### src/hdl/nhsd_pkg.sv
// ----------------------------------------------------------------------------
// nhsd_pkg
// Shared types and constants for the neighbor height standard deviation block.
// ----------------------------------------------------------------------------
package nhsd_pkg;

    // configuration of the datapath
    localparam int MAX_NEIGHBORS = 64;
    localparam int HEIGHT_BITS   = 24;

    // fixed field widths of the item channels
    localparam int HEIGHT_W = 24;
    localparam int VERTEX_W = 32;
    localparam int ROUGH_W  = 23;

    // derived widths
    localparam int LOG_MAX = $clog2(MAX_NEIGHBORS);
    localparam int CNT_W   = $clog2(MAX_NEIGHBORS + 1);
    localparam int SUM_W   = HEIGHT_BITS + LOG_MAX;
    localparam int SQ_W    = 2 * (HEIGHT_BITS - 1) + LOG_MAX + 1;
    localparam int DIFF_W  = 2 * (HEIGHT_BITS - 1) + 2 * LOG_MAX + 1;
    localparam int NN_W    = 2 * CNT_W;
    localparam int HALF_W  = (SQ_W + 1) / 2;
    localparam int ROOT_W  = (DIFF_W + 1) / 2;
    localparam int SQIN_W  = 2 * ROOT_W;
    localparam int STEP_W  = $clog2(DIFF_W + 1);

    // largest roughness code
    localparam logic [ROUGH_W-1:0] ROUGH_MAX = '1;

    // input transaction
    typedef struct packed {
        logic signed [HEIGHT_W-1:0] neighbor_height;
        logic [VERTEX_W-1:0]        vertex_index;
        logic                       last_neighbor;
    } t_in_item;

    // result transaction
    typedef struct packed {
        logic [VERTEX_W-1:0] result_vertex;
        logic [ROUGH_W-1:0]  roughness;
        logic                neighbor_overflow;
    } t_out_item;

    // one closed vertex, handed from the accumulator to the back end
    typedef struct packed {
        logic [VERTEX_W-1:0]    vertex;
        logic [CNT_W-1:0]       count;
        logic signed [SUM_W-1:0] sum;
        logic [SQ_W-1:0]        sq_sum;
        logic                   overflow;
    } t_job;

    // job queue status
    typedef struct packed {
        logic full;
        logic valid;
    } t_job_q_stat;

    // back end sequencer
    typedef enum logic [2:0] {
        BK_IDLE,
        BK_MUL,
        BK_SUB,
        BK_DIV,
        BK_SQRT,
        BK_DONE
    } t_back_state;

endpackage

### src/hdl/nhsd_front.sv
// ----------------------------------------------------------------------------
// nhsd_front
// Accumulates count, sum and sum of squares of neighbor heights and closes a
// vertex into a job on its last height.
// ----------------------------------------------------------------------------
module nhsd_front (
    input  logic                  i_clk,
    input  logic                  i_rst_n,
    input  logic                  i_accept,
    input  nhsd_pkg::t_in_item    i_item,
    output logic                  o_job_push,
    output nhsd_pkg::t_job        o_job
);

    logic [nhsd_pkg::CNT_W-1:0]         r_count, n_count;
    logic signed [nhsd_pkg::SUM_W-1:0]  r_sum, n_sum;
    logic [nhsd_pkg::SQ_W-1:0]          r_sq_sum, n_sq_sum;
    logic                               r_ovf, n_ovf;

    logic signed [nhsd_pkg::HEIGHT_BITS-1:0]   w_h;
    logic signed [nhsd_pkg::SUM_W-1:0]         w_h_ext;
    logic signed [2*nhsd_pkg::HEIGHT_BITS-1:0] w_sq;
    logic                                      w_room;

    // height taken from its low bits, squared
    assign w_h     = signed'(i_item.neighbor_height[nhsd_pkg::HEIGHT_BITS-1:0]);
    assign w_h_ext = nhsd_pkg::SUM_W'(w_h);
    assign w_sq    = w_h * w_h;
    assign w_room  = r_count < nhsd_pkg::CNT_W'(nhsd_pkg::MAX_NEIGHBORS);

    // accumulate or flag overflow
    always_comb begin
        if (w_room) begin
            n_count  = r_count + nhsd_pkg::CNT_W'(1);
            n_sum    = r_sum + w_h_ext;
            n_sq_sum = r_sq_sum + nhsd_pkg::SQ_W'(unsigned'(w_sq));
            n_ovf    = r_ovf;
        end else begin
            n_count  = r_count;
            n_sum    = r_sum;
            n_sq_sum = r_sq_sum;
            n_ovf    = 1'b1;
        end
    end

    // job from the updated sums
    assign o_job_push    = i_accept && i_item.last_neighbor;
    assign o_job.vertex   = i_item.vertex_index;
    assign o_job.count    = n_count;
    assign o_job.sum      = n_sum;
    assign o_job.sq_sum   = n_sq_sum;
    assign o_job.overflow = n_ovf;

    // accumulator registers, cleared when a vertex closes
    always_ff @(posedge i_clk) begin
        if (!i_rst_n) begin
            r_count  <= '0;
            r_sum    <= '0;
            r_sq_sum <= '0;
            r_ovf    <= 1'b0;
        end else if (i_accept) begin
            if (i_item.last_neighbor) begin
                r_count  <= '0;
                r_sum    <= '0;
                r_sq_sum <= '0;
                r_ovf    <= 1'b0;
            end else begin
                r_count  <= n_count;
                r_sum    <= n_sum;
                r_sq_sum <= n_sq_sum;
                r_ovf    <= n_ovf;
            end
        end
    end

    // count never passes the neighbor limit
    a_count_bound: assert property (@(posedge i_clk) disable iff (!i_rst_n)
        r_count <= nhsd_pkg::CNT_W'(nhsd_pkg::MAX_NEIGHBORS))
        else $error("neighbor count above limit");

    // a closed vertex always holds at least one height
    a_job_nonempty: assert property (@(posedge i_clk) disable iff (!i_rst_n)
        o_job_push |-> o_job.count != '0)
        else $error("empty job pushed");

endmodule

### config.mk
export PLATFORM = sky130hd
export DESIGN_NAME = nhsd_front
export DESIGN_NICKNAME = d
export VERILOG_FILES = /design/src/hdl/nhsd_pkg.sv /design/src/hdl/nhsd_front.sv
export SDC_FILE = /design/constraint.sdc
export NUM_CORES = 2
export LEC_CHECK = 0
export ABC_AREA = 1
export BUFFER_PORTS_ARGS = -buffer_cell sky130_fd_sc_hd__clkbuf_2
export CAP_MARGIN = 25
export CORE_ASPECT_RATIO = 0.9
export CORE_MARGIN = 2
export CORE_UTILIZATION = 66
export CTS_CLUSTER_DIAMETER = 120
export DETAILED_ROUTE_END_ITERATION = 12
export PLACE_DENSITY_LB_ADDON = 0.3
export SLEW_MARGIN = 20
export SYNTH_ARGS = -nofsm -noshare
export SYNTH_HDL_FRONTEND = slang
export SYNTH_SLANG_ARGS = --single-unit
### constraint.sdc
create_clock -name i_clk -period 13.2 [get_ports i_clk]
set_input_delay 1.32 -clock i_clk [delete_from_list [all_inputs] [get_ports i_clk]]
set_output_delay 1.32 -clock i_clk [all_outputs]
set_load 0.1 [all_outputs]
# After elaboration in Yosys (flattened, before gate mapping)
# Cells that the tools add are included.
# totals
in_bits	60
elab_cells	18
reg_bits	91
out_inout_bits	124
# op_classes
mux	8
reduce_logical	1
magnitude_cmp	1
add_sub_neg	3
multipliers	1
# ops
op	n
53-bit 2-to-1 mux	2
30-bit 2-to-1 mux	2
53-bit by 48-bit adder with 53-bit output	1
24-bit by 24-bit multiplier with 48-bit output	1
30-bit by 24-bit adder with 30-bit output	1
7-bit 2-to-1 mux	2
7-bit by 1-bit adder with 7-bit output, second input constant	1
7-bit less-than comparator, second input constant	1
1-bit 2-to-1 mux	2
1-bit logical AND	1

# Longest topological paths before layout
# depth
word_depth	4
depth_mapped	43
depth_no_buf	41

# Worst setup path after synthesis
# OpenSTA, ideal clock, no wires.
# synth_path
path_kind	input to output
from	input port i_item[56] (netlist bit)
to	output port o_job[47] (netlist bit)
t_required_ns	11.880
path_stages	35
path_buffers	2
t_arrival_ns	9.248
slack_ns	2.632
path_cell_list	clkbuf_1 -> buf_1 -> nand2_1 -> inv_1 -> fa_1 -> fa_1 -> fa_1 -> inv_1 -> fa_1 -> inv_1 -> fa_1 -> inv_1 -> fa_1 -> inv_1 -> fa_1 -> ha_1 -> nand2_1 -> nor2_1 -> inv_1 -> nor4_1 -> nand4_1 -> nand3_1 -> xor2_1 -> ha_1 -> nand2_1 -> nor2_1 -> inv_1 -> nor2_1 -> nand2_1 -> nor2_1 -> nand2_1 -> nand3_1 -> nand2_1 -> nand3_1 -> and2_1
# synth_rtl
item	line_no	text
from (decl)	nhsd_front.sv:10	input nhsd_pkg::t_in_item i_item,
to (decl)	nhsd_front.sv:12	output nhsd_pkg::t_job o_job

==> flow_summary_export.csv <==
group,metric,value,unit
run_status,status,"finished, final reports clean",
grt,grt_busiest_layer,"met2",
grt,gr-total-overflow,0,
grt,antenna_found_initial,2,
yosys,synth_nets,5330,
timing,finalSetupTns,0,ps
critical_path,slowest_stage,"fa_1",
run,cap_viol_max_count,0,
yosys,ys_warn_count,0,
clock_tree,numCtsBuffers,9,
grt,use_met3,6.60,%
floorplan,io_pins,184,
yosys,synth-async-reset-ratio,0,%
yosys,netlist_top_cells_count,"inv_1 (1228), nand2_1 (1197), fa_1 (558)",
critical_path,ff2ff_path_depth,12,
yosys,synth_most_common_cell,"inv_1",
layout,syn2layout_area_growth,3.57,%
place,port_buffers,119,
timing,period_share,91.1,%
timing,worst_pin_slew,1040,ps
layout,fill_cells,4109,
clock_tree,clock_sinks,91,
timing,setup_violations,0,
layout,layout-drive-gt1-share,6.13,%
grt,grt_pass1_wl,144,mm
critical_path,worstSetupPathDepth,34,
timing,max_clock_freq,83.1,MHz
layout,finalNonFillerCells,5117,
grt,first_global_vias,27717,
critical_path,endpoint_kind,"primary output",
detailed_routing,viasPerCell,5.41,
clock_tree,cts_hold_buf,0,
grt,grt_use_met2,59.9,%
critical_path,worstPathMaxFanout,19,
grt,grt_util_met1,52.7,%
detailed_routing,vias,27678,
floorplan,core,46700,µm²
clock_tree,postCtsResizedCells,0,
yosys,ys_types,47,
timing,rsz0062_at_grt,"false",
timing,max_slew_margin,30.5,%
grt,grt_start_max_net_pins,91,
place,hpwl,75.7,mm
yosys,synth_enable_flop_cells,0,
yosys,seq_area_frac_synth,5.82,%
detailed_routing,drt_iter0_drc,2537,
clock_tree,cts_max_level,3,
yosys,synth_cells,4487,
yosys,ys_seq_elements,91,
critical_path,cp.required,11880,ps
clock_tree,cts_setup_buffers,0,
floorplan,chipWidth,234,µm
yosys,synth_ff_type,"dfxtp_1",
detailed_routing,drtPass1Iterations,6,
floorplan,die_area,49200,µm²
critical_path,cp.arrival,10710,ps
clock_tree,cts_tree,"built",
detailed_routing,ant_nets,0,
timing,fin_worst_skew,13.1,ps
timing,period_needed,12030,ps
timing,drv_slew,0,
yosys,syn_avg_cell_area,6.98,µm²
place,dp.cells,5099,
worst_hold_path,min_path_cells,2,
clock_tree,clkLatencyLatePin,380,ps
clock_tree,cts-root-buf,"clkbuf_16",
floorplan,std_cell_rows,75,
critical_path,crit_type,"primary input to primary output",
floorplan,initial_core_util,67.0,%
clock_tree,clk_pin_slew,70,ps
yosys,yosysTopAreaCell,"fa_1",
timing,whs,468,ps
layout,seq_area,1820,µm²
clock_tree,cts_buffer_depth,2,
floorplan,die_height,211,µm
layout,nets,5337,
yosys,yosysTopAreaCellShare,35.7,%
critical_path,critPathTopFamily,"adder cells",
detailed_routing,wire_per_inst,17.4,µm
timing,hold_violations,0,
detailed_routing,drt_wl_total,89.0,mm
detailed_routing,drc_errors,0,
critical_path,slowest_delay,900,ps
critical_path,path_buf_inv,9,
place,gp_congestion,1.05,
layout,multi_input_area,24200,µm²
worst_hold_path,hold_path.class,"flop to flop",
critical_path,cp-start-kind,"primary input",
grt,grt_use_total,37.5,%
yosys,syn_area,31300,µm²
yosys,synth_area_leaders,"fa_1 (36%), inv_1 (15%), nand2_1 (14%), ha_1 (9.0%), dfxtp_1 (5.8%)",
## cells by family after synthesis
| group | after synthesis | share of synthesized area [%] |
|---|---|---|
| xor gates and xnor gates | 80 | 2.24 |
| adders and majority gates | 783 | 44.7 |
| AOI/OAI and AO/OA | 372 | 6.55 |
| buffers and inverters | 1376 | 17.0 |
| DFF | 91 | 5.82 |
| and+or+nand+nor | 1781 | 23.6 |
| muxes | 4 | 0.128 |
## flip-flops by register name (all words and copies together), names as in the netlist
name	cells
r_count	7
r_ovf	1
r_sq_sum	53
r_sum	30
## layer usage
layer	wire length [µm]	share of wire, %	up-vias
met5	42	0.047	-
met4	2450	2.8	4
met3	7590	8.5	176
met2	40900	46	1152
met1	38000	43	13231
li1	-	-	13115
## worst reg2reg max path, cell delays in order (launching register included)
cell and delay (ps):
dfxtp_1 370, ha_1 510, nand2_1 210, nor2_1 340, nand2_1 160, nor2_1 150
nand3_1 110, nand3_1 180, nand2_1 150, nand3_1 130, nand2_1 90, nand2_1 60
a21oi_1 70
## area by class of cell
cell class	instances	share of cell area (%)
inverter	1240	14.4
sequential	91	5.62
clock buffer	9	0.695
timing repair buffer	132	2.14
tap	616	2.38
antenna	2	0.0154
multi-input combinational	3020	74.5
clock inverter	7	0.251
## worst paths after layout
check / start / end / slack (ps)
worst min-delay path: r_count[5] / r_count[5] / 470
worst max-delay path: i_item[33] / o_job[53] / 1170
worst max register to register: r_sq_sum[27] / r_sq_sum[39] / 10530
worst min register to register: r_count[5] / r_count[5] / 470
## cell usage in the layout (no fill, tap or decap), types with 6 or more instances in the layout
| cell type | netlist | routed |
|---|---|---|
| fa_1 | 558 | 558 |
| buf_4 | 34 | 13 |
| xnor2_1 | 38 | 38 |
| or2_2 | 38 | 38 |
| inv_2 | 11 | 11 |
| nor2_1 | 238 | 237 |
| dfxtp_1 | 91 | 91 |
| ha_1 | 225 | 225 |
| nor2_2 | 20 | 20 |
| a31oi_1 | 23 | 23 |
| nand3_1 | 174 | 174 |
| nor3_1 | 15 | 15 |
| and2_1 | 12 | 12 |
| a21oi_2 | 7 | 7 |
| inv_1 | 1228 | 1228 |
| clkbuf_2 | 0 | 119 |
| o21bai_1 | 13 | 13 |
| o211ai_1 | 6 | 6 |
| o21ai_1 | 13 | 13 |
| nand2_2 | 29 | 29 |
| nand3_2 | 9 | 9 |
| a21o_1 | 13 | 13 |
| xor2_1 | 42 | 42 |
| nand4_1 | 34 | 34 |
| nand2_1 | 1197 | 1197 |
| a21oi_1 | 199 | 199 |
| clkbuf_16 | 0 | 9 |
| o21ai_0 | 82 | 82 |
## stage by stage
| stage | utilization (%) | instance area, µm² | worst slack (ps) |
|---|---|---|---|
| global placement | 68.7 | 32100 | 1420 |
| floorplan | - | 31300 | 2630 |
| finish | 69.4 | 32400 | 1170 |
| detailed placement | 68.7 | 32100 | 1410 |
| CTS | 69.4 | 32400 | 1350 |
| global route | 69.4 | 32400 | 804 |
Power is not shown: default switching activity piles up to over one toggle a cycle in this logic, so the estimate is an artifact.
