===== src/hdl/nhsd_pkg.sv =====
// ----------------------------------------------------------------------------
// nhsd_pkg
// Shared types and constants for the neighbor height standard deviation block.
// ----------------------------------------------------------------------------
package nhsd_pkg;

    // configuration of the datapath
    localparam int MAX_NEIGHBORS = 64;
    localparam int HEIGHT_BITS   = 24;

    // fixed field widths of the item channels
    localparam int HEIGHT_W = 24;
    localparam int VERTEX_W = 32;
    localparam int ROUGH_W  = 23;

    // derived widths
    localparam int LOG_MAX = $clog2(MAX_NEIGHBORS);
    localparam int CNT_W   = $clog2(MAX_NEIGHBORS + 1);
    localparam int SUM_W   = HEIGHT_BITS + LOG_MAX;
    localparam int SQ_W    = 2 * (HEIGHT_BITS - 1) + LOG_MAX + 1;
    localparam int DIFF_W  = 2 * (HEIGHT_BITS - 1) + 2 * LOG_MAX + 1;
    localparam int NN_W    = 2 * CNT_W;
    localparam int HALF_W  = (SQ_W + 1) / 2;
    localparam int ROOT_W  = (DIFF_W + 1) / 2;
    localparam int SQIN_W  = 2 * ROOT_W;
    localparam int STEP_W  = $clog2(DIFF_W + 1);

    // largest roughness code
    localparam logic [ROUGH_W-1:0] ROUGH_MAX = '1;

    // input transaction
    typedef struct packed {
        logic signed [HEIGHT_W-1:0] neighbor_height;
        logic [VERTEX_W-1:0]        vertex_index;
        logic                       last_neighbor;
    } t_in_item;

    // result transaction
    typedef struct packed {
        logic [VERTEX_W-1:0] result_vertex;
        logic [ROUGH_W-1:0]  roughness;
        logic                neighbor_overflow;
    } t_out_item;

    // one closed vertex, handed from the accumulator to the back end
    typedef struct packed {
        logic [VERTEX_W-1:0]    vertex;
        logic [CNT_W-1:0]       count;
        logic signed [SUM_W-1:0] sum;
        logic [SQ_W-1:0]        sq_sum;
        logic                   overflow;
    } t_job;

    // job queue status
    typedef struct packed {
        logic full;
        logic valid;
    } t_job_q_stat;

    // back end sequencer
    typedef enum logic [2:0] {
        BK_IDLE,
        BK_MUL,
        BK_SUB,
        BK_DIV,
        BK_SQRT,
        BK_DONE
    } t_back_state;

endpackage


===== src/hdl/nhsd_back.sv =====
// ----------------------------------------------------------------------------
// nhsd_back
// Per-vertex arithmetic: n*S2 - S1^2, restoring divide by n^2, digit-by-digit
// square root, saturation, and the result register.
// ----------------------------------------------------------------------------
module nhsd_back (
    input  logic                   i_clk,
    input  logic                   i_rst_n,
    input  nhsd_pkg::t_job         i_job,
    input  nhsd_pkg::t_job_q_stat  i_job_stat,
    output logic                   o_job_pop,
    input  logic                   i_pop,
    output logic                   o_empty,
    output nhsd_pkg::t_out_item    o_result
);

    localparam int SQ_REM_W  = nhsd_pkg::ROOT_W + 3;
    localparam int DIV_REM_W = nhsd_pkg::NN_W + 1;
    localparam int HI_W      = nhsd_pkg::SQ_W - nhsd_pkg::HALF_W;

    nhsd_pkg::t_back_state r_state, n_state;

    // latched job
    logic [nhsd_pkg::VERTEX_W-1:0]       r_vertex;
    logic                                r_ovf;
    logic [nhsd_pkg::CNT_W-1:0]          r_cnt;
    logic [nhsd_pkg::SUM_W-1:0]          r_s1_mag;
    logic [nhsd_pkg::SQ_W-1:0]           r_s2;

    // products
    logic [nhsd_pkg::HALF_W+nhsd_pkg::CNT_W-1:0] r_a_lo;
    logic [HI_W+nhsd_pkg::CNT_W-1:0]             r_a_hi;
    logic [nhsd_pkg::DIFF_W-1:0]                 r_b;
    logic [nhsd_pkg::NN_W-1:0]                   r_nn;

    // iteration state
    logic [nhsd_pkg::STEP_W-1:0]  r_step;
    logic [nhsd_pkg::DIFF_W-1:0]  r_work;
    logic [DIV_REM_W-1:0]         r_div_rem;
    logic [nhsd_pkg::SQIN_W-1:0]  r_sq_in;
    logic [SQ_REM_W-1:0]          r_sq_rem;
    logic [nhsd_pkg::ROOT_W-1:0]  r_root;

    // result register
    logic                 r_out_valid;
    nhsd_pkg::t_out_item  r_out;

    logic [nhsd_pkg::SUM_W-1:0]    w_s1_mag;
    logic [nhsd_pkg::DIFF_W-1:0]   w_a;
    logic [nhsd_pkg::DIFF_W-1:0]   w_diff;
    logic [DIV_REM_W-1:0]          w_div_rem;
    logic                          w_div_ge;
    logic [SQ_REM_W-1:0]           w_sq_rem;
    logic [SQ_REM_W-1:0]           w_sq_trial;
    logic                          w_sq_ge;
    logic [nhsd_pkg::ROOT_W+nhsd_pkg::ROUGH_W-1:0] w_root_ext;
    logic [nhsd_pkg::ROUGH_W-1:0]  w_rough;
    logic                          w_out_free;
    logic                          w_load_out;

    // magnitude of the height sum
    assign w_s1_mag = i_job.sum[nhsd_pkg::SUM_W-1] ? unsigned'(-i_job.sum)
                                                  : unsigned'(i_job.sum);

    // n*S2 from its two partial products, then clamped difference
    assign w_a = nhsd_pkg::DIFF_W'({r_a_hi, {nhsd_pkg::HALF_W{1'b0}}})
               + nhsd_pkg::DIFF_W'(r_a_lo);
    assign w_diff = (w_a > r_b) ? (w_a - r_b) : '0;

    // one restoring divide step
    assign w_div_rem = {r_div_rem[DIV_REM_W-2:0], r_work[nhsd_pkg::DIFF_W-1]};
    assign w_div_ge  = w_div_rem >= DIV_REM_W'(r_nn);

    // one square root step, two radicand bits at a time
    assign w_sq_rem   = {r_sq_rem[SQ_REM_W-3:0],
                         r_sq_in[nhsd_pkg::SQIN_W-1 -: 2]};
    assign w_sq_trial = SQ_REM_W'({r_root, 2'b01});
    assign w_sq_ge    = w_sq_rem >= w_sq_trial;

    // saturate to the roughness range
    assign w_root_ext = (nhsd_pkg::ROOT_W + nhsd_pkg::ROUGH_W)'(r_root);
    assign w_rough = (w_root_ext > (nhsd_pkg::ROOT_W + nhsd_pkg::ROUGH_W)'(nhsd_pkg::ROUGH_MAX))
                   ? nhsd_pkg::ROUGH_MAX
                   : w_root_ext[nhsd_pkg::ROUGH_W-1:0];

    assign w_out_free = !r_out_valid || i_pop;

    // sequencer next state
    always_comb begin
        n_state    = r_state;
        o_job_pop  = 1'b0;
        w_load_out = 1'b0;
        unique case (r_state)
            nhsd_pkg::BK_IDLE: begin
                if (i_job_stat.valid) begin
                    o_job_pop = 1'b1;
                    n_state   = nhsd_pkg::BK_MUL;
                end
            end
            nhsd_pkg::BK_MUL: begin
                n_state = nhsd_pkg::BK_SUB;
            end
            nhsd_pkg::BK_SUB: begin
                n_state = nhsd_pkg::BK_DIV;
            end
            nhsd_pkg::BK_DIV: begin
                if (r_step == nhsd_pkg::STEP_W'(nhsd_pkg::DIFF_W - 1)) begin
                    n_state = nhsd_pkg::BK_SQRT;
                end
            end
            nhsd_pkg::BK_SQRT: begin
                if (r_step == nhsd_pkg::STEP_W'(nhsd_pkg::ROOT_W - 1)) begin
                    n_state = nhsd_pkg::BK_DONE;
                end
            end
            nhsd_pkg::BK_DONE: begin
                if (w_out_free) begin
                    w_load_out = 1'b1;
                    n_state    = nhsd_pkg::BK_IDLE;
                end
            end
            default: begin
                n_state = nhsd_pkg::BK_IDLE;
            end
        endcase
    end

    // state register
    always_ff @(posedge i_clk) begin
        if (!i_rst_n) begin
            r_state <= nhsd_pkg::BK_IDLE;
        end else begin
            r_state <= n_state;
        end
    end

    // datapath
    always_ff @(posedge i_clk) begin
        case (r_state)
            nhsd_pkg::BK_IDLE: begin
                r_vertex <= i_job.vertex;
                r_ovf    <= i_job.overflow;
                r_cnt    <= i_job.count;
                r_s1_mag <= w_s1_mag;
                r_s2     <= i_job.sq_sum;
            end
            nhsd_pkg::BK_MUL: begin
                r_a_lo <= r_s2[nhsd_pkg::HALF_W-1:0] * r_cnt;
                r_a_hi <= r_s2[nhsd_pkg::SQ_W-1:nhsd_pkg::HALF_W] * r_cnt;
                r_b    <= nhsd_pkg::DIFF_W'(r_s1_mag * r_s1_mag);
                r_nn   <= r_cnt * r_cnt;
            end
            nhsd_pkg::BK_SUB: begin
                r_work    <= w_diff;
                r_div_rem <= '0;
                r_step    <= '0;
            end
            nhsd_pkg::BK_DIV: begin
                r_div_rem <= w_div_ge ? (w_div_rem - DIV_REM_W'(r_nn)) : w_div_rem;
                r_work    <= {r_work[nhsd_pkg::DIFF_W-2:0], w_div_ge};
                if (r_step == nhsd_pkg::STEP_W'(nhsd_pkg::DIFF_W - 1)) begin
                    r_step   <= '0;
                    r_sq_in  <= nhsd_pkg::SQIN_W'({r_work[nhsd_pkg::DIFF_W-2:0],
                                                   w_div_ge});
                    r_sq_rem <= '0;
                    r_root   <= '0;
                end else begin
                    r_step <= r_step + nhsd_pkg::STEP_W'(1);
                end
            end
            nhsd_pkg::BK_SQRT: begin
                r_sq_in  <= {r_sq_in[nhsd_pkg::SQIN_W-3:0], 2'b00};
                r_sq_rem <= w_sq_ge ? (w_sq_rem - w_sq_trial) : w_sq_rem;
                r_root   <= {r_root[nhsd_pkg::ROOT_W-2:0], w_sq_ge};
                r_step   <= r_step + nhsd_pkg::STEP_W'(1);
            end
            default: begin
                r_step <= r_step;
            end
        endcase
    end

    // result register
    always_ff @(posedge i_clk) begin
        if (!i_rst_n) begin
            r_out_valid <= 1'b0;
        end else if (w_load_out) begin
            r_out_valid <= 1'b1;
        end else if (i_pop) begin
            r_out_valid <= 1'b0;
        end
    end

    always_ff @(posedge i_clk) begin
        if (w_load_out) begin
            r_out.result_vertex     <= r_vertex;
            r_out.roughness         <= w_rough;
            r_out.neighbor_overflow <= r_ovf;
        end
    end

    assign o_empty  = !r_out_valid;
    assign o_result = r_out;

    // divisor n*n is never zero while dividing
    a_div_nonzero: assert property (@(posedge i_clk) disable iff (!i_rst_n)
        (r_state == nhsd_pkg::BK_DIV) |-> r_nn != '0)
        else $error("divide by zero");

    // divider partial remainder stays below the divisor
    a_div_rem: assert property (@(posedge i_clk) disable iff (!i_rst_n)
        (r_state == nhsd_pkg::BK_DIV) |-> r_div_rem < DIV_REM_W'(r_nn))
        else $error("divider remainder out of range");

    // square root remainder never exceeds twice the partial root
    a_sq_rem: assert property (@(posedge i_clk) disable iff (!i_rst_n)
        (r_state == nhsd_pkg::BK_SQRT) |-> r_sq_rem <= SQ_REM_W'({r_root, 1'b0}))
        else $error("root remainder out of range");

    // a job is taken only when the sequencer was idle
    a_pop_idle: assert property (@(posedge i_clk) disable iff (!i_rst_n)
        o_job_pop |=> r_state == nhsd_pkg::BK_MUL)
        else $error("job taken outside idle");

endmodule

===== config.mk =====
export PLATFORM = sky130hd
export DESIGN_NAME = nhsd_back
export DESIGN_NICKNAME = d
export VERILOG_FILES = /design/src/hdl/nhsd_pkg.sv /design/src/hdl/nhsd_back.sv
export SDC_FILE = /design/constraint.sdc
export NUM_CORES = 2
export LEC_CHECK = 0
export BUFFER_PORTS_ARGS = -buffer_cell sky130_fd_sc_hd__buf_2
export CORE_MARGIN = 2
export CORE_UTILIZATION = 54
export DETAILED_ROUTE_END_ITERATION = 10
export GPL_ROUTABILITY_DRIVEN = 0
export HOLD_SLACK_MARGIN = 0.03
export PLACE_DENSITY = 0.68
export SETUP_SLACK_MARGIN = 0.2
export SYNTH_ARGS = -nofsm -noshare
export SYNTH_HDL_FRONTEND = slang
export SYNTH_SLANG_ARGS = --single-unit

===== constraint.sdc =====
create_clock -name i_clk -period 27.1 [get_ports i_clk]
set_clock_uncertainty 0.1 [all_clocks]
set_input_delay 5.42 -clock i_clk [delete_from_list [all_inputs] [get_ports i_clk]]
set_output_delay 5.42 -clock i_clk [all_outputs]
set_load 0.01 [all_outputs]

After elaboration in Yosys (flattened, before gate mapping)
Cells that the tools add are included.

word-level totals
  flip-flop bits (word level) = 522
  input bits = 128
  output and inout bits = 58
  logic and storage cells = 80

operators by class
  add/subtract/negate cells = 6
  multipliers = 4
  magnitude comparators = 4
  equal/unequal tests = 11
  mux-type cells = 25
  reduce and logical (&&, ||, !) cells = 9

operators by type and width
  operator              number
  $pmux 60 s2           1
  $pmux 59 s2           1
  $mux 31               2
  $pmux 31 s2           1
  $mux 60               1
  $pmux 30 s2           1
  $add 59x34->59        1
  $gt 59x59->1          1
  $mul 30x30->59        1
  $mux 59               1
  $sub 59x59->59        1
  $mul 27x7->34         1
  $ge 33x32->1          1
  $mul 26x7->32         1
  $sub 31x31->31        1
  $gt 30x23->1 const B  1
  $mux 30               1
  $neg 30->30           1
  $mux 29               1
  $pmux 14 s2           1
  $pmux 3 s6            1
  $pmux 6 s3            1
  $ge 15x14->1          1
  $mul 7x7->14          1
  other kinds (19)      34

Depth between registers and ports, before layout
  depth in word-level cells = 5
  gate-level depth with buffers = 30
  gate-level depth less buffers = 29

Least setup slack after synthesis
OpenSTA, ideal clock, no wires.

  kind = reg2reg
  start point = register r_state[1]
  end point = register r_root[0] in the netlist's numbering, enable pin
  library setup time = 0.768 ns
  data arrival time = 13.171 ns
  required time = 26.232 ns
  path slack = 13.060 ns
  stages on the path, launching flop included = 5
  path buffers = 1
  clock period less this slack = 14.040 ns
  cell sequence = dfxtp_1 -> clkbuf_1 -> nor2b_1 -> nand2_1 -> o21ai_0

on the way
  longest elaborated chain between the ends = 3
  elaborated cells between the ends (all ways) = 5
  classes of those cells = eq/ne: 3; reduce/logical: 2

ends and longest elaborated chain
  what                                                       line              text
  start: declaration                                         nhsd_back.sv:21   nhsd_pkg::t_back_state r_state, n_state;
  start signal: assignment                                   nhsd_back.sv:131  r_state <= nhsd_pkg::BK_IDLE;
  start signal: assignment                                   nhsd_back.sv:133  r_state <= n_state;
  $eq 3x2->1 or $eq 3x3->1 (tied branches)                   nhsd_back.sv:139  case (r_state)
  $ne 2x2->1 (no line) or $reduce_bool 2->1 (tied branches)  --
  $reduce_and 2->1 (no line) *                               --
  end signal: assignment                                     nhsd_back.sv:174  r_root <= {r_root[nhsd_pkg::ROOT_W-2:0], w_sq_ge};
  end: declaration                                           nhsd_back.sv:42   logic [nhsd_pkg::ROOT_W-1:0] r_root;

Mark *: on every way between the ends. The rest lies on a longest branch, timed or not.
A chain may end at the register's enable or synchronous reset.

Final worst setup path
  start point = input port i_job_stat[0] in the netlist's numbering
  end point = output port o_job_pop

on the way
  longest elaborated chain between the ends = 2

ends and longest elaborated chain
  what                line             text
  start: declaration  nhsd_back.sv:10  input nhsd_pkg::t_job_q_stat i_job_stat,
  $mux 1              nhsd_back.sv:95  if (i_job_stat.valid) begin
  $mux 1              nhsd_back.sv:93  unique case (r_state)
  end: declaration    nhsd_back.sv:11  output logic o_job_pop,

Every way passes these cells.

==> impl_metrics.yaml <==
layout:
  nets: 7929
  stdcell_area_um2: 67350
  layout_commonest_cell: "inv_1"
  final_cell_mix: "inv_1, fa_1, nand2_1, edfxtp_1, ha_1"
  fill_cells: 9996
  syn2layout_area_growth_pct: 7.394
  drive_above_1_share_pct: 6.376
route:
  wl_per_cell_um: 18.45
  num_vias: 43410
  wl_um: 146200
  dr.pass1.iters: 6
  viasPerCell: 5.478
  drc: 0
  drtIter0Drc: 2773
  drtAntennaViolNets: 0
timing:
  slew-limit-headroom_pct: 22.49
  period_needed_ps: 11580
  final_max_slew_viol_count: 0
  setup_viol: 0
  setup_tns_ps: 0
  clock.fmax_mhz: 86.39
  post-route-period-util_pct: 42.72
  hold_viol: 0
  worst_pin_slew_ps: 1163
  rsz0062_at_grt: "false"
global_route:
  use_met3_pct: 3.584
  antenna_found_initial: 1
  grt_util_all_layers_pct: 25.63
  grt_pass1_wl_um: 240700
  use_met2_pct: 42.29
  grt-ovfl-total: 0
  grt_max_degree: 138
  gr-max-usage-layer: "met2"
  grt_pass1_vias: 45580
  use_met1_pct: 34.93
critical_path:
  cp_slowest_cell: "nor3b_1"
  slowest_delay_ps: 200
  cp.arrival_ps: 6060
  cp-start-kind: "primary input"
  worst_ep_required_time_ps: 21580
  crit_top_cell: "buf_2"
  cp_max_fo: 2
  critical_path_class: "primary input to output pin"
  crit_chain: "buf_2 -> nor2b_1 -> nor3b_1 -> buf_2"
  cp-end-kind: "output pin"
status:
  status: "finished clean"
clocking:
  cts_hold_buf: 0
  cts_tree: "yes"
  clk_pin_slew_ps: 60
  cts.sinks: 520
  cts_max_level: 3
  cts_max_path_buffers: 3
  cts-root-buf: "clkbuf_16"
  numCtsBuffers: 66
  insertion_delay_ps: 640
  cts_resized: 0
  postCtsSetupRepairBufs: 0
synthesis:
  synth_ff_type: "edfxtp_1"
  synth_top_family_by_area: "adder cells"
  synthArstFlopShare_pct: 0
  synthAdderAreaFrac_pct: 40.36
  syn_avg_cell_area_um2: 10.00
  synth_cell_types: 99
  synth-compound-area-share_pct: 8.415
  yosys_warnings: 0
  syn-num-nets: 7848
  synthMuxAreaShare_pct: 0.7781
  synth-simple-area-share_pct: 12.75
  syn_area_um2: 62710
  yosysSeqAreaShare_pct: 24.83
  synth-seq-cells: 520
  syn_inst: 6269
  synth-xor-area-share_pct: 4.050
  synth_edf_count: 516
floorplan:
  fp-row-count: 125
  start_util_pct: 54.19
  dieArea_um2: 118900
  die-width_um: 344.8
  io_pins: 186
  design.core.area_um2: 115700
  die_h_um: 344.8
placement:
  dpl-instance-area_um2: 65140
  dp_hpwl_um: 111800
  port_buffers: 184
min_path:
  holdCritPathClass: "flip-flop to flip-flop"
job:
  drv_cap: 0
## cells in the mapped netlist, types with 31 or more instances
master,count,area (um^2)
a21o_1,106,795.8
a21oi_1,226,1131
a22o_1,54,473.0
and2_1,305,1908
clkbuf_1,199,747.0
edfxtp_1,516,15490
fa_1,953,19080
ha_1,498,6231
inv_1,1232,4624
mux2i_1,45,450.4
nand2_1,816,3063
nand2b_1,34,212.7
nand3_1,80,400.4
nand4_1,53,331.6
nor2_1,258,968.4
nor2b_1,31,193.9
nor3_1,45,225.2
o21a_1,31,232.7
o21ai_0,118,590.6
o21bai_1,46,345.3
xnor2_1,205,1795
xor2_1,85,744.5
## path summary, 6_finish.rpt
kind | from | endpoint | slack [ps] | cells after the start
worst max register to register | r_s1_mag[15] | r_b[56] | 17790 | 25
worst max-delay path | i_job_stat[0] | o_job_pop | 15520 | 4
worst min register to register | r_vertex[31] | o_result[55] | 310 | 0
worst min-delay path | r_vertex[31] | o_result[55] | 310 | 0
## sequential cells by signal (all words and copies together) (netlist names)
register / count
r_state: 3
r_b: 58
r_root: 30
r_div_rem: 14
r_out_valid: 1
r_sq_in: 60
r_step: 6
r_work: 59
r_a_lo: 34
o_result: 56
r_a_hi: 32
r_s1_mag: 30
r_nn: 13
r_sq_rem: 31
r_ovf: 1
r_s2: 53
r_cnt: 7
r_vertex: 32
## critical path: cells and delay by family
family,cells,cell delay (ps)
and+or+nand+nor,2,370
buffers and inverters,2,260
## metrics by stage
step | instances | hold slack, ps | setup WS, ps | utilization [%]
5_1_grt | 7924 | 325.1 | 15450 | 58.19
3_3_place_gp | 7806 | 301.3 | 15550 | 56.28
6_report | 7924 | 314.2 | 15520 | 58.19
4_1_cts | 7923 | 313.5 | 15530 | 58.19
2_1_floorplan | 6269 | 300.3 | 13060 | -
3_5_place_dp | 7806 | 304.5 | 15540 | 56.28
## cell type report
class / instances / area [um^2] / share of cell area (%)
Tap cell: 1524 / 1907 / 2.831
Sequential cell: 520 / 15570 / 23.13
Clock inverter: 44 / 529.3 / 0.7858
Clock buffer: 73 / 1678 / 2.491
Multi-Input combinational cell: 4288 / 41690 / 61.90
Antenna cell: 1 / 2.502 / 0.003715
Inverter: 1238 / 4647 / 6.900
Timing Repair Buffer: 236 / 1324 / 1.965
## per-layer routing
layer / up-vias / wire, um
li1: 20190 / -
met1: 21680 / 63430
met2: 1241 / 68950
met3: 297 / 8647
met4: 0 / 5190
met5: - / 0
## kinds of logic after synthesis
group / after synthesis
buffers and inverters: 1461
multiplexers: 48
flip-flops: 520
adder cells (fa/ha/maj): 1451
AO/OA/AOI/OAI: 782
XOR/XNOR: 290
AND/OR/NAND/NOR: 1717
Power is not shown: default switching activity piles up to over one toggle a cycle in this logic, so the estimate is an artifact.
