==> config.mk <==
export PLATFORM = sky130hd
export DESIGN_NAME = nhsd_job_q
export DESIGN_NICKNAME = d
export VERILOG_FILES = /design/src/hdl/nhsd_pkg.sv /design/src/hdl/nhsd_job_q.sv
export SDC_FILE = /design/constraint.sdc
export NUM_CORES = 1
export LEC_CHECK = 0
export BUFFER_PORTS_ARGS = -buffer_cell sky130_fd_sc_hd__buf_4
export CORE_UTILIZATION = 40
export CTS_CLUSTER_SIZE = 12
export DETAILED_ROUTE_END_ITERATION = 10
export PLACE_DENSITY_LB_ADDON = 0.15
export SETUP_SLACK_MARGIN = 0.2
export SYNTH_ARGS = -nofsm -noshare
export SYNTH_HDL_FRONTEND = slang
export SYNTH_SLANG_ARGS = --single-unit
==> constraint.sdc <==
create_clock -name i_clk -period 8.9 [get_ports i_clk]
set_input_delay 1.78 -clock i_clk [delete_from_list [all_inputs] [get_ports i_clk]]
set_output_delay 1.78 -clock i_clk [all_outputs]
set_load 0.03 [all_outputs]
==> src/hdl/nhsd_pkg.sv <==
// ----------------------------------------------------------------------------
// nhsd_pkg
// Shared types and constants for the neighbor height standard deviation block.
// ----------------------------------------------------------------------------
package nhsd_pkg;

    // configuration of the datapath
    localparam int MAX_NEIGHBORS = 64;
    localparam int HEIGHT_BITS   = 24;

    // fixed field widths of the item channels
    localparam int HEIGHT_W = 24;
    localparam int VERTEX_W = 32;
    localparam int ROUGH_W  = 23;

    // derived widths
    localparam int LOG_MAX = $clog2(MAX_NEIGHBORS);
    localparam int CNT_W   = $clog2(MAX_NEIGHBORS + 1);
    localparam int SUM_W   = HEIGHT_BITS + LOG_MAX;
    localparam int SQ_W    = 2 * (HEIGHT_BITS - 1) + LOG_MAX + 1;
    localparam int DIFF_W  = 2 * (HEIGHT_BITS - 1) + 2 * LOG_MAX + 1;
    localparam int NN_W    = 2 * CNT_W;
    localparam int HALF_W  = (SQ_W + 1) / 2;
    localparam int ROOT_W  = (DIFF_W + 1) / 2;
    localparam int SQIN_W  = 2 * ROOT_W;
    localparam int STEP_W  = $clog2(DIFF_W + 1);

    // largest roughness code
    localparam logic [ROUGH_W-1:0] ROUGH_MAX = '1;

    // input transaction
    typedef struct packed {
        logic signed [HEIGHT_W-1:0] neighbor_height;
        logic [VERTEX_W-1:0]        vertex_index;
        logic                       last_neighbor;
    } t_in_item;

    // result transaction
    typedef struct packed {
        logic [VERTEX_W-1:0] result_vertex;
        logic [ROUGH_W-1:0]  roughness;
        logic                neighbor_overflow;
    } t_out_item;

    // one closed vertex, handed from the accumulator to the back end
    typedef struct packed {
        logic [VERTEX_W-1:0]    vertex;
        logic [CNT_W-1:0]       count;
        logic signed [SUM_W-1:0] sum;
        logic [SQ_W-1:0]        sq_sum;
        logic                   overflow;
    } t_job;

    // job queue status
    typedef struct packed {
        logic full;
        logic valid;
    } t_job_q_stat;

    // back end sequencer
    typedef enum logic [2:0] {
        BK_IDLE,
        BK_MUL,
        BK_SUB,
        BK_DIV,
        BK_SQRT,
        BK_DONE
    } t_back_state;

endpackage

==> src/hdl/nhsd_job_q.sv <==
// ----------------------------------------------------------------------------
// nhsd_job_q
// Two-entry queue of closed vertices between the accumulator and back end.
// ----------------------------------------------------------------------------
module nhsd_job_q (
    input  logic                   i_clk,
    input  logic                   i_rst_n,
    input  logic                   i_push,
    input  nhsd_pkg::t_job         i_job,
    input  logic                   i_pop,
    output nhsd_pkg::t_job         o_job,
    output nhsd_pkg::t_job_q_stat  o_stat
);

    nhsd_pkg::t_job r_slot [2];
    logic           r_wr_ptr;
    logic           r_rd_ptr;
    logic [1:0]     r_level;

    logic w_push, w_pop;

    assign o_stat.full  = r_level == 2'd2;
    assign o_stat.valid = r_level != 2'd0;
    assign o_job        = r_slot[r_rd_ptr];

    assign w_push = i_push && !o_stat.full;
    assign w_pop  = i_pop && o_stat.valid;

    // storage
    always_ff @(posedge i_clk) begin
        if (w_push) begin
            r_slot[r_wr_ptr] <= i_job;
        end
    end

    // pointers and fill level
    always_ff @(posedge i_clk) begin
        if (!i_rst_n) begin
            r_wr_ptr <= 1'b0;
            r_rd_ptr <= 1'b0;
            r_level  <= 2'd0;
        end else begin
            if (w_push) begin
                r_wr_ptr <= !r_wr_ptr;
            end
            if (w_pop) begin
                r_rd_ptr <= !r_rd_ptr;
            end
            case ({w_push, w_pop})
                2'b10:   r_level <= r_level + 2'd1;
                2'b01:   r_level <= r_level - 2'd1;
                default: r_level <= r_level;
            endcase
        end
    end

endmodule

---- Yosys cells after proc, flatten, opt, wreduce, memory -nomap -nowiden ----
Memory sizes are Yosys's and may differ from the RTL's. A register that Yosys moved wholly into a read port is not among the register bits.
Cells that the tools add are included.
word-level totals
  register bits ........................... 4
  bits in writable memories ............... 246
  bits of input ports ..................... 127
  output and inout bits ................... 125
  word-level logic and storage cells ...... 21
  memories ................................ 1
memory list
  memory  depth  bits a word  read ports  clocked after memory_dff  wr ports  line              source
  r_slot  2      123          1           1                         1         nhsd_job_q.sv:15  nhsd_pkg::t_job r_slot [2];
cells by class
  $add $sub $neg .......................... 2
  eq/ne operators ......................... 3
  multiplexer cells ....................... 5
  reduce and logical (&&, ||, !) cells .... 7
operator list
  cell                                                                 count
  2-bit == test (second input constant)                                2
  1-bit two-way mux                                                    4
  2-bit one-hot mux with 2 select lines                                1
  2-bit nonzero test                                                   2
  1-bit logical NOT                                                    3
  2-bit by 1-bit adder with 2-bit output (second input constant)       1
  2-bit by 1-bit == test with 1-bit output (second input constant)     1
  1-bit logical AND                                                    2
  2-bit by 1-bit subtractor with 2-bit output (second input constant)  1

---- Longest topological paths before layout ----
Gate-level depths: netlist of the first run.
  depth after elaboration ................. 5
  depth in mapped cells ................... 6
  gate-level depth less buffers ........... 6

---- Worst setup path before layout of the first run ----
Ideal clock, no wire load.
  path kind ............................... input to register
  start ................................... in i_push
  end ..................................... mem r_slot[1][0] (netlist name) (enable)
  setup time .............................. 0.497 ns
  data arrival time ....................... 4.664 ns
  data required time ...................... 8.403 ns
  setup slack ............................. 3.739 ns
  stages .................................. 1
  path buffers ............................ 0
  path through ............................ and3_1
between the ends
  word-level cells in the longest chain between the ends .. 3
ends and longest elaborated chain
  element                                  line              source
  start: declaration                       nhsd_job_q.sv:8   input logic i_push,
  1-bit logical AND                        nhsd_job_q.sv:26  assign w_push = i_push && !o_stat.full;
  1-bit two-way mux                        nhsd_job_q.sv:31  if (w_push) begin
  1-bit two-way mux (implied by the code)  nhsd_job_q.sv:32  r_slot[r_wr_ptr] <= i_job;
  end: declaration                         nhsd_job_q.sv:15
Every way passes these cells.

==> impl_metrics.tcl, run 1 <==
set metrics [dict create \
    min_period_over_period_pct 52.59 \
    ys.flop_type "edfxtp_1" \
    min_period_ns 4.680 \
    syn_nets 537 \
    final_cells 975 \
    cts_max_level 1 \
    grt.total_usage_pct 14.86 \
    clkLatencyLatePin_ns 0.52 \
    place_congestion 0.6889 \
    worstPathRequired_ns 7.12 \
    synth_area_um2 9105 \
    synth_common_cells "edfxtp_1 (246), mux2_2 (123), buf_4 (7), buf_2 (6), dfxtp_1 (5)" \
    ys_warn_count 0 \
    postCtsSetupRepairBufs 0 \
    yosys.area_share.simple_pct 0.6184 \
    finalClockSkew_ns 0.006603 \
    first_pass_iters 4 \
    core.rowCount 54 \
    worstPathMaxFanout 65 \
    grt.met3_usage_pct 6.493 \
    clock-sinks 251 \
    final_util_pct 54.82 \
    initial_core_util_pct 41.21 \
    slew_viol_final 0 \
    pin_count 252 \
    drt-wirelength-per-cell_um 18.00 \
    grt_pass1_wl_um 27130 \
    fmax_mhz 213.7 \
    synth_top_family_by_area "multiplexers" \
    relSlewSlack_pct 39.10 \
    synth.area.top_cells "edfxtp_1 (81%), mux2_2 (15%), dfxtp_1 (1.1%)" \
    setup_tns_ns 0 \
    max_stage_delay_ns 0.93 \
    viasPerCell 4.744 \
    die_w_um 152.9 \
    port_buffers 251 \
    cts_tree "done" \
    diodes 0 \
    post_cts_resized 0 \
    cts_hold_buf 0 \
    peakVddDrop_v 0.0002592 \
    fin_ws_ns 4.220 \
    dp.cells 929 \
    synth_area_leader_cell "edfxtp_1" \
    synthDistinctLibCells 20 \
    clk_pin_slew_ns 0.06 \
    avgSynthCellArea_um2 22.26 \
    final_nets 806 \
    first_iter_violations 210 \
    die_h_um 152.9 \
    hold_viol 0 \
    ant_nets 0 \
    synth_top_area_share_pct 81.13 \
    synth_compound_area_share_pct 0.3573 \
    synth_adder_area_share_pct 0.1374 \
    hp-class "reg -> reg" \
    synth_most_common_cell "edfxtp_1" \
    grt.overflow.total 0 \
    slowest_stage "dfxtp_4" \
    p_leak_uw 0.004480 \
    top_usage_layer "met2" \
    ys_seq_area_share_pct 82.23 \
    max-cap-violations 0 \
    area_delta_synth_final_pct 33.02 \
    p_total_uw 3846 \
    cts_buffer_depth 3 \
    dp.final_hpwl_um 11270 \
    cts_buffers 27 \
    synth_seq_cells 251 \
    finalSetupViolCount 0 \
    grt_max_degree 66 \
    synth_edf_count 246 \
    coreArea_um2 22090 \
    worst_pin_slew_ns 0.9135 \
    vias 4625 \
    synth_xor_xnor_area_share_pct 0.2886 \
    grt_pass1_vias 4995 \
    drc_errors 0 \
    r2r_slack_ns 6.01 \
    cp_cell_sequence "buf_4, mux2_2, buf_4" \
    grt_setup_unrepaired "no" \
    met1_usage_pct 18.28 \
    routed_wl_um 17550 \
    fillCellCount 1750 \
    cp-start-kind "flop" \
    path_class "reg -> out" \
    drive_above_1_share_pct 59.71 \
    cp_top_family "buffers and inverters" \
    antenna_found_initial 0 \
    cp-end-kind "output port" \
    synth-async-reset-ratio_pct 0 \
    crit_top_cell "buf_4" \
    worstPathArrival_ns 2.90 \
    status "completed" \
    dieArea_um2 23370 \
    cellPowerDensity_nw_per_um2 317.5 \
    synthMuxAreaShare_pct 15.21 \
    pre_cts_ws_ns 4.669 \
    use_met2_pct 24.18 \
    syn_inst 409 \
    crit_buf_inv 2 \
    cts_root_buf "clkbuf_16" \
]
==> report_power, final <==
part	internal, uW	switching [uW]	leakage (uW)
Clock	637	414	0.000403
Combinational	504	716	0.00173
Sequential	1490	81.6	0.00234
==> tightest hold or removal path: cells and delay by family, from the launching register on <==
kind	cells	cell delay [ns]
AO/OA/AOI/OAI	2	0.13
flip-flops	1	0.32
==> layout make-up <==
class | instances | area, um2 | area share, %
clock inverters | 13 | 133.9 | 1.105
well taps | 280 | 350.3 | 2.893
flip-flops and latches | 251 | 7491 | 61.85
multi-input cells | 141 | 1518 | 12.53
clock buffers | 33 | 698.2 | 5.764
inverters | 3 | 13.76 | 0.1136
repair buffers | 254 | 1907 | 15.74
==> registers in the layout (all words and copies together) (netlist names), named ones only <==
name      flops
r_slot      246
r_level       2
r_rd_ptr      1
r_wr_ptr      1
==> stage by stage <==
stage                     instance area, um2  hold WS, ns
after detailed placement               11280       0.4882
after floorplan                         9105       0.4570
final                                  12110       0.5014
after CTS                              12110       0.5028
after global routing                   12110       0.5166
after global placement                 11280       0.4734
==> cells by family after synthesis <==
family                     count (synthesis)
AOI/OAI and AO/OA                          5
xor gates and xnor gates                   3
adders and majority gates                  1
buffers and inverters                     17
DFF                                      251
muxes                                    123
and+or+nand+nor                            9
==> final timing paths <==
check	start	to	cells after the start
setup / recovery	flop	o_job[23]	3
hold / removal	r_wr_ptr$_SDFFE_PN0P_	r_wr_ptr$_SDFFE_PN0P_	2
setup reg to reg	r_level[0]$_SDFFE_PN0P_	r_slot[0][32]$_DFFE_PP_	5
hold reg to reg	r_wr_ptr$_SDFFE_PN0P_	r_wr_ptr$_SDFFE_PN0P_	2
==> cell usage in the layout, fill, tap and decap left out, drive strengths merged <==
cell type  instances
nand2              1
ha                 1
or3                2
nor2b              2
inv                4
bufinv             3
clkinv             9
mux2             123
o21ai              2
or2                1
and2               1
o21a               1
nand2b             1
buf              254
dfxtp              5
edfxtp           246
xnor2              3
and3               1
clkbuf            33
a21boi             2
==> per-layer routing <==
layer / wire [um] / up-vias / part of all wire (%)
met5: 0 / - / 0
met4: 322 / 0 / 1.8
met3: 1907 / 28 / 11
met2: 8256 / 190 / 47
met1: 7064 / 2250 / 40
li1: - / 2157 / -
Power figures use the tool's default switching activity.
==> run 2: changes to the inputs <==
- clock period: 8.9 -> 4.2 ns (I/O delays scaled with it)
==> run 2 against run 1 <==
Sequential power up 110%. Register-to-register slack worse by 4.0 ns. Clock-buffer cell count up 5. Highest routed layer unchanged. Core utilization up 0.19 points. Via count down 0.32%. Clock power up 110%. Largest cell class unchanged.
==> impl_metrics.tcl, run 2 (synthesis gave the netlist of run 1 again) <==
set metrics [dict create \
    hold_ws_ns 0.5011 \
    grt_pass1_wl_um 27390 \
    cts_tree "done" \
    rr_startpoint "r_level[0]$_SDFFE_PN0P_" \
    slowest_stage "dfxtp_4" \
    pin_count 252 \
    coreArea_um2 22090 \
    drc_errors 0 \
    relSlewSlack_pct 57.55 \
    first_pass_iters 4 \
    final_nets 809 \
    status "completed" \
    p_clk_share_pct 26.6 \
    r2r_slack_ns 2.03 \
    path_class "reg -> out" \
    cp-end-kind "output port" \
    layout_common_cells "buf_4 (254), edfxtp_1 (246), mux2_2 (123), clkbuf_16 (27), clkbuf_1 (9)" \
    area.sequential_um2 7491 \
    grt.total_usage_pct 15.06 \
    wl_met3_um 1628 \
    vias 4610 \
    routed-wl-met2_um 8423 \
    area_delta_synth_final_pct 33.48 \
    hold_viol 0 \
    cts_max_level 1 \
    antenna_found_initial 0 \
    viasPerCell 4.709 \
    postCtsSetupRepairBufs 0 \
    p_comb_share_pct 32.7 \
    grt.overflow.total 0 \
    worstReg2RegEnd "r_slot[0][40]$_DFFE_PP_" \
    cp-start-kind "flop" \
    p_seq_share_pct 40.7 \
    grt_setup_unrepaired "no" \
    clkLatencyLatePin_ns 0.52 \
    largest_reg_flops 246 \
    min_period_ns 3.050 \
    worstPathMaxFanout 36 \
    finalClockSkew_ns 0.01197 \
    worstPathRequired_ns 3.36 \
    grt_max_degree 101 \
    drt-wirelength-per-cell_um 18.28 \
    wl_met1_um 7535 \
    worstPathArrival_ns 2.21 \
    swShare_pct 31.79 \
    diodes 0 \
    grt_pass1_vias 5049 \
    worst_pin_slew_ns 0.6368 \
    place_congestion 0.7320 \
    min_period_over_period_pct 72.61 \
    reg_top3 "r_slot x246, r_level x2" \
    hp-class "reg -> reg" \
    port_buffers 251 \
    cp_cell_sequence "buf_4, mux2_2, buf_4" \
    crit_end "o_job[72]" \
    setup_tns_ns 0 \
    ant_nets 0 \
    fmax_mhz 327.9 \
    finalSetupViolCount 0 \
    dieArea_um2 23370 \
    cts_buffers 27 \
    die_h_um 152.9 \
    top_register "r_slot" \
    slew_viol_final 0 \
    drive_above_1_share_pct 60.09 \
    core.rowCount 54 \
    initial_core_util_pct 41.21 \
    first_iter_violations 163 \
    cts_root_buf "clkbuf_16" \
    cts_hold_buf 0 \
    post_cts_resized 0 \
    clk_pin_slew_ns 0.06 \
    die_w_um 152.9 \
    multiInputGateArea_um2 1518 \
    top_layer_used "met4" \
    net-switching-power_uw 2580 \
    r2r.worst_path.cells 5 \
    max_stage_delay_ns 0.67 \
    fillCellCount 1781 \
    crit_top_cell "buf_4" \
    routed_wl_um 17900 \
    clock-sinks 251 \
    p_int_uw 5535 \
    max-cap-violations 0 \
    p_leak_uw 0.004493 \
    layout.cells.most_common "buf_4" \
    peakVddDrop_v 0.0003841 \
    cts_buffer_depth 3 \
    dp.final_hpwl_um 11750 \
    cellPowerDensity_nw_per_um2 667.8 \
]
==> run 2: changes by cell type in the layout (fill, tap and decap cells not counted), sizes merged <==
| cell | previous run | this run |
|---|---|---|
| clkinvlp | 0 | 1 |
| bufinv | 3 | 1 |
| buf | 254 | 257 |
| clkinv | 9 | 6 |
| clkbuf | 33 | 38 |
==> run 2: worst min path at each step <==
stage                                from                  endpoint  slack, ns  cells past startpoint
floorplan           r_wr_ptr$_SDFFE_PN0P_     r_wr_ptr$_SDFFE_PN0P_       0.46                      2
global placement    r_wr_ptr$_SDFFE_PN0P_     r_wr_ptr$_SDFFE_PN0P_       0.49                      2
detailed placement  r_wr_ptr$_SDFFE_PN0P_     r_wr_ptr$_SDFFE_PN0P_       0.50                      2
CTS                            i_job[117]  r_slot[1][117]$_DFFE_PP_       0.47                      1
global route                    i_job[20]   r_slot[1][20]$_DFFE_PP_       0.47                      1
finish              r_wr_ptr$_SDFFE_PN0P_     r_wr_ptr$_SDFFE_PN0P_       0.50                      2
==> run 2: worst max-delay path, delay by kind of cell (launching register included) <==
family   cells  cell delay [ns]
buf+inv      2             0.61
flops        1             0.67
mux          1             0.39
==> run 2: final cells by class <==
type | instances | area share (%)
clock buffers | 38 | 6.064
clock inverters | 9 | 0.6177
inverters | 3 | 0.1235
multi-input cells | 141 | 12.49
flip-flops and latches | 251 | 61.64
well taps | 280 | 2.883
repair buffers | 257 | 16.18
==> run 2: stage by stage <==
step / area, um2 / util [%] / setup slack, ns / total power [uW] / std cells
floorplan: 9110 / - / 0.9637 / 5084 / 409
global placement: 11340 / 51.33 / 1.646 / 5990 / 932
detailed placement: 11340 / 51.33 / 1.614 / 6034 / 932
CTS: 12150 / 55.01 / 1.098 / 8217 / 979
global route: 12150 / 55.01 / 1.029 / 8441 / 979
finish: 12150 / 55.01 / 1.150 / 8115 / 979
==> run 2: power by group through the flow <==
stage	combinational (uW)	sequential [uW]	clock (uW)
3_3_place_gp	2650	3340	0
6_report	2660	3300	2160
3_5_place_dp	2680	3360	0
4_1_cts	2690	3310	2220
5_1_grt	2790	3340	2320
2_1_floorplan	1800	3290	0
==> run 2: metal layers <==
layer  vias to the layer above  global-route usage [%]
met4                         0                   4.040
li1                       2165                       -
met5                         -                       0
met2                       179                   24.90
met3                        20                   5.642
met1                      2246                   18.58
==> run 3: changes to the inputs <==
- clock period: 4.2 -> 2.52 ns (I/O delays scaled with it)
==> run 3 against run 2 <==
Final cell count is 0.41% higher. Sequential share of layout area is 0.45 points lower. Total power is 69% higher. Via count is 1.8% higher. Design area is 0.75% higher. Combinational power is 74% higher. Largest cell class unchanged. Clock skew is 0.0056 ns higher. Core utilization is 0.41 points higher. Flip-flop and latch count stayed put.
==> impl_metrics.tcl, run 3 (synthesis gave the netlist of run 1 again) <==
set metrics [dict create \
    cp-end-kind "output port" \
    holdPathStages 1 \
    hold-path-endpoint "r_slot[1][28]$_DFFE_PP_" \
    top_register "r_slot" \
    cts_tree "done" \
    reg_top3 "r_slot x246, r_level x2" \
    area_delta_synth_final_pct 34.48 \
    p_leak_uw 0.004521 \
    antenna_found_initial 0 \
    min_period_over_period_pct 91.93 \
    worstReg2RegEnd "r_slot[0][34]$_DFFE_PP_" \
    coreArea_um2 22090 \
    port_buffers 251 \
    postCtsSetupRepairBufs 0 \
    grt_pass1_wl_um 27260 \
    routed_wl_um 17970 \
    slew_viol_final 0 \
    cts_buffers 27 \
    r2r.worst_path.cells 5 \
    fmax_mhz 431.7 \
    cts_root_buf "clkbuf_16" \
    status "completed" \
    p_total_uw 13690 \
    final_nets 810 \
    core.rowCount 54 \
    finalSetupViolCount 0 \
    drive_above_1_share_pct 60.26 \
    grt.overflow.total 0 \
    place_congestion 0.7064 \
    ant_nets 0 \
    setup_tns_ns 0 \
    vias 4694 \
    path_class "reg -> out" \
    cts_max_level 1 \
    relSlewSlack_pct 61.26 \
    clk_pin_slew_ns 0.06 \
    final_util_pct 55.42 \
    pin_count 252 \
    first_iter_violations 169 \
    min_period_ns 2.317 \
    first_pass_iters 4 \
    layout_common_cells "buf_4 (252), edfxtp_1 (246), mux2_2 (123), clkbuf_16 (27), clkbuf_1 (11)" \
    clock-sinks 251 \
    drt-wirelength-per-cell_um 18.28 \
    cts_hold_buf 0 \
    max-cap-violations 0 \
    dieArea_um2 23370 \
    worstPathRequired_ns 2.02 \
    cts_buffer_depth 3 \
    largest_reg_flops 246 \
    dp.cells 932 \
    worstPathMaxFanout 50 \
    grt_max_degree 83 \
    die_h_um 152.9 \
    dp.final_hpwl_um 11130 \
    grt.total_usage_pct 15.01 \
    viasPerCell 4.775 \
    layout.cells.most_common "buf_4" \
    die_w_um 152.9 \
    hold_viol 0 \
    r2r_slack_ns 0.63 \
    grt_pass1_vias 4959 \
    hp-class "in -> reg" \
    clkLatencyLatePin_ns 0.53 \
    worst_pin_slew_ns 0.5810 \
    worstPathArrival_ns 1.81 \
    initial_core_util_pct 41.21 \
    rr_startpoint "r_level[0]$_SDFFE_PN0P_" \
    cellPowerDensity_nw_per_um2 1118 \
    min_from "i_job[28]" \
    hold_ws_ns 0.1613 \
    finalClockSkew_ns 0.01760 \
    cp-start-kind "flop" \
    peakVddDrop_v 0.0005405 \
    drc_errors 0 \
    final_cells 983 \
    grt_setup_unrepaired "yes" \
]
[run 3: worst max-delay path by stage]
stage                                       start                 endpoint  slack (ns)  depth (start not counted)
final                                        flop                o_job[68]        0.20                          3
after global routing                         flop                o_job[68]        0.14                          3
after CTS                                    flop                o_job[68]        0.17                          3
after detailed placement                   i_push  r_slot[0][66]$_DFFE_PP_        0.49                          5
after global placement                     i_push  r_slot[0][66]$_DFFE_PP_        0.55                          5
after floorplan           r_level[0]$_SDFFE_PN0P_   r_slot[0][0]$_DFFE_PP_       -0.38                          4
[run 3: worst max-delay path, stage by stage (launching register included)]
cell and delay, ns:
dfxtp_4 0.42, buf_16 0.27, mux2_2 0.39, buf_4 0.17
[run 3: timing repair]
item	CTS	global route
resized for setup	2	1
cloned	1	0
endpoints found under the setup margin	73	54
[run 3: through the flow]
step	cell area [um2]	setup WS, ns
after floorplan	9126	-0.3755
after global placement	11380	0.5454
after detailed placement	11380	0.4886
after CTS	12230	0.1704
after global routing	12240	0.1432
final	12240	0.2034
[run 3: cell type report]
cell class / instances / area (um2)
antenna: 1 / 2.502
clock buffer: 40 / 744.5
clock inverter: 9 / 72.57
fill: 1759 / 9849
inverter: 3 / 20.02
multi-input combinational: 141 / 1528
sequential: 251 / 7492
tap: 280 / 350.3
timing repair buffer: 258 / 2034
[run 3: metal layers]
layer	vias to the layer above	global-route usage, %	part of all wire [%]	wire (um)
li1	2171	-	-	-
met1	2307	19.53	43	7642
met2	188	24.09	47	8426
met3	28	5.018	8.8	1579
met4	0	4.089	1.8	321
met5	-	0	0	0
[run 3: report_power, final]
group          internal, uW  leakage (uW)  switching, uW
clock network          2140      0.000397           1500
registers              5270       0.00234            152
logic                  1910       0.00178           2720
